--- src/rtl/sru_pkg.sv ---
// Shared types and constants for the sum-up rounding block.
package sru_pkg;

    // Field widths fixed by the stream format.
    localparam int FRAC_W          = 17;
    localparam int DEF_W           = 24;
    localparam int NUM_FRAC_FIELDS = 8;
    localparam int CHOSEN_W        = 3;
    localparam int CNT_W           = 4;
    localparam int IDX_EXT_W       = 4;
    localparam int S_TDATA_W       = 136;
    localparam int M_TDATA_W       = 8;
    localparam int M_TUSER_W       = 2;

    // Configuration port.
    localparam int CFG_IDX_W  = 2;
    localparam int CFG_DATA_W = 17;

    localparam logic [CFG_IDX_W-1:0] REG_VANISH = 2'd0;
    localparam logic [CFG_IDX_W-1:0] REG_TOL    = 2'd1;
    localparam logic [CFG_IDX_W-1:0] REG_ACTIVE = 2'd2;

    localparam logic [CNT_W-1:0] ACTIVE_RESET = 4'd8;

    // Per-lane status handed to the top level.
    typedef struct packed {
        logic elig;
        logic clip_add;
        logic clip_dec;
    } lane_stat_t;

    // One result item.
    typedef struct packed {
        logic [CHOSEN_W-1:0] chosen;
        logic                none_elig;
        logic                saturated;
    } result_t;

endpackage

--- src/rtl/sru_lane.sv ---
// One control lane: adds the fraction to its deficit, saturates, and checks eligibility.
module sru_lane #(
    parameter int FRAC_BITS = 16
) (
    input  logic signed [sru_pkg::DEF_W-1:0]  deficit,
    input  logic [sru_pkg::FRAC_W-1:0]        frac,
    input  logic                              start,
    input  logic                              active,
    input  logic                              vanish,
    input  logic [sru_pkg::FRAC_W-1:0]        tol,
    output logic signed [sru_pkg::DEF_W-1:0]  sum,
    output logic signed [sru_pkg::DEF_W-1:0]  dec,
    output sru_pkg::lane_stat_t               stat
);

    localparam int WW = sru_pkg::DEF_W + 2;
    localparam logic signed [WW-1:0] DMAX = WW'((64'sd1 <<< (sru_pkg::DEF_W - 1)) - 64'sd1);
    localparam logic signed [WW-1:0] DMIN = WW'(-(64'sd1 <<< (sru_pkg::DEF_W - 1)));
    localparam logic signed [WW-1:0] ONE  = WW'(64'sd1 <<< FRAC_BITS);

    logic signed [sru_pkg::DEF_W-1:0] base;
    logic signed [WW-1:0]             add_wide;
    logic signed [WW-1:0]             dec_wide;
    logic                             add_hi;

    // A start request clears the deficit before the add.
    assign base = start ? '0 : deficit;

    // Add with saturation; the fraction is never negative, so only the top can clip.
    assign add_wide = WW'(base) + $signed({{(WW - sru_pkg::FRAC_W){1'b0}}, frac});
    assign add_hi   = active && (add_wide > DMAX);
    assign sum      = !active ? base :
                      (add_hi ? sru_pkg::DEF_W'(DMAX) : sru_pkg::DEF_W'(add_wide));

    // Take one whole unit off, saturating at the bottom.
    assign dec_wide = WW'(sum) - ONE;
    assign dec      = (dec_wide < DMIN) ? sru_pkg::DEF_W'(DMIN) : sru_pkg::DEF_W'(dec_wide);

    // Status toward the merge and the result.
    assign stat.clip_add = add_hi;
    assign stat.clip_dec = dec_wide < DMIN;
    assign stat.elig     = active && !(vanish && (frac <= tol));

endmodule

--- src/rtl/sru_argmax.sv ---
// Merge stage: balanced compare tree that finds the eligible lane with the largest deficit.
module sru_argmax #(
    parameter int NUM_CONTROLS = 8
) (
    input  logic signed [sru_pkg::DEF_W-1:0] sum [NUM_CONTROLS],
    input  logic [NUM_CONTROLS-1:0]          elig,
    output logic                             found,
    output logic [$clog2(NUM_CONTROLS)-1:0]  pick
);

    localparam int IDX_W = $clog2(NUM_CONTROLS);
    localparam int LVLS  = IDX_W;
    localparam int P     = 1 << LVLS;

    logic                       node_v [LVLS+1][P];
    logic signed [sru_pkg::DEF_W-1:0] node_d [LVLS+1][P];
    logic [IDX_W-1:0]           node_i [LVLS+1][P];

    // Each node keeps an eligible left child unless the right one is eligible and strictly
    // larger, so ties go to the lower index.
    always_comb begin
        for (int lv = 0; lv <= LVLS; lv++) begin
            for (int k = 0; k < P; k++) begin
                node_v[lv][k] = 1'b0;
                node_d[lv][k] = '0;
                node_i[lv][k] = '0;
            end
        end
        for (int k = 0; k < NUM_CONTROLS; k++) begin
            node_v[0][k] = elig[k];
            node_d[0][k] = sum[k];
            node_i[0][k] = IDX_W'(k);
        end
        for (int lv = 0; lv < LVLS; lv++) begin
            for (int k = 0; k < P / 2; k++) begin
                if (node_v[lv][2*k] &&
                    (!node_v[lv][2*k+1] || node_d[lv][2*k] >= node_d[lv][2*k+1])) begin
                    node_v[lv+1][k] = 1'b1;
                    node_d[lv+1][k] = node_d[lv][2*k];
                    node_i[lv+1][k] = node_i[lv][2*k];
                end else begin
                    node_v[lv+1][k] = node_v[lv][2*k+1];
                    node_d[lv+1][k] = node_d[lv][2*k+1];
                    node_i[lv+1][k] = node_i[lv][2*k+1];
                end
            end
        end
    end

    assign found = node_v[LVLS][0];
    assign pick  = node_i[LVLS][0];

endmodule

--- src/rtl/sum_up_rounding.sv ---
// A result is registered into the output entry, or into the skid entry when the output is held.
// Throughput: one request per cycle while the skid entry is empty; the deficit update
// (add, compare tree, decrement) is combinational over the registered deficits.
// A two-entry output stage accepts one more request while a result waits.
// Reset (aresetn low, synchronous) clears deficits and both output entries,
// and sets vanishing_mode 0, zero_tolerance 0, active_count 8.
module sum_up_rounding #(
    parameter int NUM_CONTROLS = 8,
    parameter int FRAC_BITS    = 16
) (
    input  logic                              aclk,
    input  logic                              aresetn,
    // Configuration writes.
    input  logic                              cfg_wr_en,
    input  logic [sru_pkg::CFG_IDX_W-1:0]     cfg_index,
    input  logic [sru_pkg::CFG_DATA_W-1:0]    cfg_data,
    // Input stream.
    input  logic                              s_tvalid,
    output logic                              s_tready,
    input  logic [sru_pkg::S_TDATA_W-1:0]     s_tdata,   // frac_0 .. frac_7, 17 bits each
    input  logic                              s_tuser,   // start_req
    // Result stream.
    output logic                              m_tvalid,
    input  logic                              m_tready,
    output logic [sru_pkg::M_TDATA_W-1:0]     m_tdata,   // chosen [2:0], zero pad
    output logic [sru_pkg::M_TUSER_W-1:0]     m_tuser    // none_eligible [0], saturated [1]
);

    localparam int IDX_W = $clog2(NUM_CONTROLS);
    localparam logic [sru_pkg::CNT_W-1:0] NC = sru_pkg::CNT_W'(NUM_CONTROLS);

    // Configuration registers.
    logic                          vanish_reg;
    logic [sru_pkg::FRAC_W-1:0]    tol_reg;
    logic [sru_pkg::CNT_W-1:0]     active_reg;

    always_ff @(posedge aclk) begin
        if (!aresetn) begin
            vanish_reg <= 1'b0;
            tol_reg    <= '0;
            active_reg <= sru_pkg::ACTIVE_RESET;
        end else if (cfg_wr_en) begin
            case (cfg_index)
                sru_pkg::REG_VANISH: vanish_reg <= cfg_data[0];
                sru_pkg::REG_TOL:    tol_reg    <= cfg_data;
                sru_pkg::REG_ACTIVE: active_reg <= cfg_data[sru_pkg::CNT_W-1:0];
                default: ;
            endcase
        end
    end

    // Effective lane count, held to the range one to NUM_CONTROLS.
    logic [sru_pkg::CNT_W-1:0] lanes_eff;
    assign lanes_eff = (active_reg == '0) ? sru_pkg::CNT_W'(1) :
                       ((active_reg > NC) ? NC : active_reg);

    logic push;
    logic pop;
    assign push = s_tvalid && s_tready;
    assign pop  = m_tvalid && m_tready;

    // Lanes.
    logic signed [sru_pkg::DEF_W-1:0] deficit_reg [NUM_CONTROLS];
    logic signed [sru_pkg::DEF_W-1:0] deficit_next [NUM_CONTROLS];
    logic signed [sru_pkg::DEF_W-1:0] lane_sum [NUM_CONTROLS];
    logic signed [sru_pkg::DEF_W-1:0] lane_dec [NUM_CONTROLS];
    sru_pkg::lane_stat_t              lane_stat [NUM_CONTROLS];
    logic [NUM_CONTROLS-1:0]          lane_elig;

    for (genvar g = 0; g < NUM_CONTROLS; g++) begin : g_lane
        logic [sru_pkg::FRAC_W-1:0] frac;
        if (g < sru_pkg::NUM_FRAC_FIELDS) begin : g_field
            assign frac = s_tdata[g*sru_pkg::FRAC_W +: sru_pkg::FRAC_W];
        end else begin : g_nofield
            assign frac = '0;
        end

        sru_lane #(
            .FRAC_BITS(FRAC_BITS)
        ) u_lane (
            .deficit(deficit_reg[g]),
            .frac   (frac),
            .start  (s_tuser),
            .active (sru_pkg::CNT_W'(g) < lanes_eff),
            .vanish (vanish_reg),
            .tol    (tol_reg),
            .sum    (lane_sum[g]),
            .dec    (lane_dec[g]),
            .stat   (lane_stat[g])
        );

        assign lane_elig[g] = lane_stat[g].elig;
    end

    // Merge: pick the largest eligible deficit.
    logic             found;
    logic [IDX_W-1:0] pick;

    sru_argmax #(
        .NUM_CONTROLS(NUM_CONTROLS)
    ) u_argmax (
        .sum  (lane_sum),
        .elig (lane_elig),
        .found(found),
        .pick (pick)
    );

    // Next deficits and the result of this step.
    sru_pkg::result_t  res;
    logic [sru_pkg::IDX_EXT_W-1:0] pick_ext;
    logic              any_clip;

    assign pick_ext = sru_pkg::IDX_EXT_W'(pick);

    always_comb begin
        any_clip = 1'b0;
        for (int i = 0; i < NUM_CONTROLS; i++) begin
            if (found && pick == IDX_W'(i)) begin
                deficit_next[i] = lane_dec[i];
                any_clip        = any_clip | lane_stat[i].clip_dec;
            end else begin
                deficit_next[i] = lane_sum[i];
            end
            any_clip = any_clip | lane_stat[i].clip_add;
        end
        res.chosen    = found ? pick_ext[sru_pkg::CHOSEN_W-1:0] : '0;
        res.none_elig = !found;
        res.saturated = any_clip;
    end

    always_ff @(posedge aclk) begin
        if (!aresetn) begin
            for (int i = 0; i < NUM_CONTROLS; i++) begin
                deficit_reg[i] <= '0;
            end
        end else if (push) begin
            for (int i = 0; i < NUM_CONTROLS; i++) begin
                deficit_reg[i] <= deficit_next[i];
            end
        end
    end

    // Output register plus skid entry.
    logic              out_valid_reg;
    logic              skid_valid_reg;
    sru_pkg::result_t  out_reg;
    sru_pkg::result_t  skid_reg;

    assign s_tready = !skid_valid_reg;

    always_ff @(posedge aclk) begin
        if (!aresetn) begin
            out_valid_reg  <= 1'b0;
            skid_valid_reg <= 1'b0;
        end else if (!out_valid_reg || pop) begin
            if (skid_valid_reg) begin
                out_valid_reg  <= 1'b1;
                skid_valid_reg <= 1'b0;
            end else begin
                out_valid_reg <= push;
            end
        end else if (push) begin
            skid_valid_reg <= 1'b1;
        end
    end

    always_ff @(posedge aclk) begin
        if (!out_valid_reg || pop) begin
            out_reg <= skid_valid_reg ? skid_reg : res;
        end
        if (out_valid_reg && !pop && push) begin
            skid_reg <= res;
        end
    end

    assign m_tvalid = out_valid_reg;
    assign m_tdata  = sru_pkg::M_TDATA_W'(out_reg.chosen);
    assign m_tuser  = {out_reg.saturated, out_reg.none_elig};

    // A result without an eligible lane always reports lane zero.
    a_none_chosen_zero: assert property (@(posedge aclk) disable iff (!aresetn)
        m_tvalid && m_tuser[0] |-> m_tdata[sru_pkg::CHOSEN_W-1:0] == '0)
        else $error("none_eligible result with nonzero chosen");

    // The skid entry is only filled behind a held output entry.
    a_skid_behind_out: assert property (@(posedge aclk) disable iff (!aresetn)
        skid_valid_reg |-> out_valid_reg)
        else $error("skid entry valid while output entry empty");

    // Without vanishing mode, lane zero is always eligible.
    a_found_no_vanish: assert property (@(posedge aclk) disable iff (!aresetn)
        push && !vanish_reg |-> found)
        else $error("no eligible lane with vanishing mode off");

    // While both output entries are full and nothing is popped, both stay full.
    a_no_overrun: assert property (@(posedge aclk) disable iff (!aresetn)
        out_valid_reg && skid_valid_reg && !pop |=> skid_valid_reg && out_valid_reg)
        else $error("output entries lost a result");

endmodule
--- config.mk ---
export PLATFORM = sky130hd
export DESIGN_NAME = sum_up_rounding
export DESIGN_NICKNAME = d
export VERILOG_FILES = /design/src/rtl/sru_pkg.sv /design/src/rtl/sru_lane.sv /design/src/rtl/sru_argmax.sv /design/src/rtl/sum_up_rounding.sv
export SDC_FILE = /design/constraint.sdc
export NUM_CORES = 2
export LEC_CHECK = 0
export ABC_AREA = 1
export BUFFER_PORTS_ARGS = -buffer_cell sky130_fd_sc_hd__buf_2
export CORE_UTILIZATION = 54
export DETAILED_ROUTE_END_ITERATION = 8
export PLACE_DENSITY = 0.72
export SLEW_MARGIN = 15
export SYNTH_ARGS = -nofsm -noshare
export SYNTH_HDL_FRONTEND = slang
export SYNTH_SLANG_ARGS = --single-unit
--- constraint.sdc ---
create_clock -name aclk -period 17.3 [get_ports aclk]
set_clock_uncertainty 0.2 [all_clocks]
set_input_delay 2.595 -clock aclk [delete_from_list [all_inputs] [get_ports aclk]]
set_output_delay 2.595 -clock aclk [all_outputs]
set_load 0.05 [all_outputs]
==> qor.txt <==
largest net degree at the start of global routing: 78
Clock Tree Root: clkbuf_16
CTS tree: done
cts hold-fix bufs: 0
status: complete, no violations
initial core utilization: 0.549
top-count cell post-synth: nand2_1
Clock Latency Late Sink: 0.60 ns
CORE AREA: 56700 um^2
drt first pass iters: 6
Routed Antenna Nets: 0
# setup viols final: 0
Clk pwr share: 0.090
critical path type: input pin to register
pwr/cell area: 201 nW/um^2
number of port buffers: 167
Comb pwr share: 0.772
Die W: 242 um
standard-cell row count: 87
CTS Sinks: 226
grt met1 use: 0.490
GP Congestion: 1.06
vias: 33.0k
DRC errors left: 0
Final Cycle Share: 0.875
EDFF count, synth: 202
post-CTS sizing: 0
Seq pwr share: 0.138
syn_area_per_cell: 6.34 um^2
MaxCap Viol Count: 0
Synthesis Warnings: 0
DR WL/cell: 18.4 um
Setup crit start kind: input pin
sequential-to-total area share from yosys stat: 0.210
P_leak: 17.3 nW
Worst-path clk slew: 0.07 ns
Post-Syn Instances: 4913
vias in the first global route: 29.4k
layout cells sized above 1: 0.0829
filler cell count: 5713
Largest delay share family, worst path: simple AND/OR/NAND/NOR gates
pre-CTS worst setup slack: 1.88 ns
Vias/cell: 5.67
RSZ-0062 raised after global routing: no
die area: 58600 um^2
Post-synth top cells: 1359 x nand2_1, 670 x inv_1, 607 x nor2_1
final instance area: 33400 um^2
Die H: 242 um
Pint: 0.00278 W
Slew HR: 0.149
Worst setup EP type: register
Tot GR Track Use: 0.354
WHS: 0.316 ns
GR Util met3: 0.0525
number of synthesized register bits: 226
Fmax: 66.1 MHz
worst slew pin tran: 1.27 ns
post-synth top area share: 0.195
Worst Path Buf+Inv: 7
CTS Buf Count: 30
M2 GR Usage: 0.567
GR peak layer: met2
synthesized area: 31100 um^2
worst path required time: 17.41 ns
register area: 6550 um^2
Slowest cell on crit path: o21ai_2
dominant synthesized flop cell: edfxtp_1
Crit path largest cell delay: 1.01 ns
fin. max-slew vios: 0
initial antenna violation count: 5
post-route worst setup slack: 2.16 ns
Peak VDD IR: 445 uV
gr ovfl total: 0
final hold vios: 0
Period minus WS final: 15.14 ns
critical path arrival: 15.25 ns
worst min-delay path class: register to register
max FFs per register: 192
Netlist cell types: 72
HPWL after DPL: 84500 um
FF-to-FF setup slack: 3.16 ns
H-Tree Depth: 1
Worst path most repeated cell: nand2_1
Boundary Pins: 173
global-route wire length before repair: 163000 um
detailed-route wire length: 107000 um
switching power: 0.00394 W
Switching Share: 0.587
nets: 5551
ys async rst share: 0
Final TNS setup: 0 ns
Post-CTS Setup Repair Bufs: 0
Synth area leaders: edfxtp_1 19%, nand2_1 16%, ha_1 14%
area leader, netlist: edfxtp_1
CP Max Fanout: 77
CTS max path bufs: 3
Area after DPL: 32500 um^2
area of the multi-input gates: 21200 um^2
DR iter-0 viols: 3376
area added between synthesis and finish: 7.27%
-- worst reg2reg max path: cells and delay by family, from the launching register on --
kind | cells | cell delay (ns)
fa+ha+maj | 3 | 0.81
xor+xnor | 1 | 0.15
buf+inv | 7 | 2.65
simple gates | 27 | 6.27
compound gates | 14 | 3.47
flops | 1 | 0.30
-- logic make-up (layout without fill, tap and decap cells) --
group	after synthesis	count (layout)	synth area share
adder cells (fa/ha/maj)	356	356	0.143
other	1	8	0.000120
flip-flops	226	226	0.210
XOR/XNOR	134	134	0.0377
buffers and inverters	823	962	0.110
AND/OR/NAND/NOR	2517	2517	0.342
AO/OA/AOI/OAI	856	856	0.158
-- per-layer routing --
layer	up-vias	wire length [um]
met3	168	9550
met4	4	3380
met1	15000	46800
met5	-	24
met2	1388	47100
li1	16500	-
-- final cells by class --
cell class,count,area share
inverter,704,0.0792
sequential,226,0.196
multi-input combinational,3868,0.635
tap,756,0.0283
clock buffer,43,0.0250
timing repair buffer,204,0.0338
clock inverter,11,0.00247
antenna,3,0.000225
-- power by group through the flow --
stage | clock (W) | combinational (W) | sequential, W
after floorplan | 0 | 0.00381 | 0.000931
after global placement | 0 | 0.00506 | 0.000930
after detailed placement | 0 | 0.00507 | 0.000931
after CTS | 0.000606 | 0.00510 | 0.000922
after global routing | 0.000626 | 0.00581 | 0.000938
final | 0.000605 | 0.00519 | 0.000924
-- path summary, 6_finish.rpt --
kind,startpoint,end,depth (start not counted)
hold reg to reg,active_reg[1],active_reg[1],2
hold / removal,active_reg[1],active_reg[1],2
setup reg to reg,active_reg[3],deficit_reg[1][65],52
setup / recovery,s_tuser,deficit_reg[1][65],52
-- metrics by stage --
step                      utilization  power, W  std cells
after floorplan                     -   0.00474       4917
after global placement          0.573   0.00599       5758
after detailed placement        0.573   0.00600       5758
after CTS                       0.589   0.00663       5812
after global routing            0.589   0.00737       5812
final                           0.589   0.00672       5815
-- cells in the final DEF (no fill, tap or decap), types with 20 or more instances in the layout --
cell	count
a211oi_1	24
a21oi_1	274
a31oi_1	34
buf_2	166
buf_4	37
clkbuf_16	31
dfxtp_1	24
edfxtp_1	202
ha_1	356
inv_1	670
inv_2	28
nand2_1	1358
nand2_2	37
nand3_1	243
nand3_2	20
nand4_1	67
nor2_1	607
nor2_2	22
nor3_1	85
o21a_1	24
o21ai_0	318
o21ai_1	24
o21bai_1	24
o22ai_1	28
xnor2_1	45
xor2_1	89
Note: power is estimated with default switching activity, not from simulation.
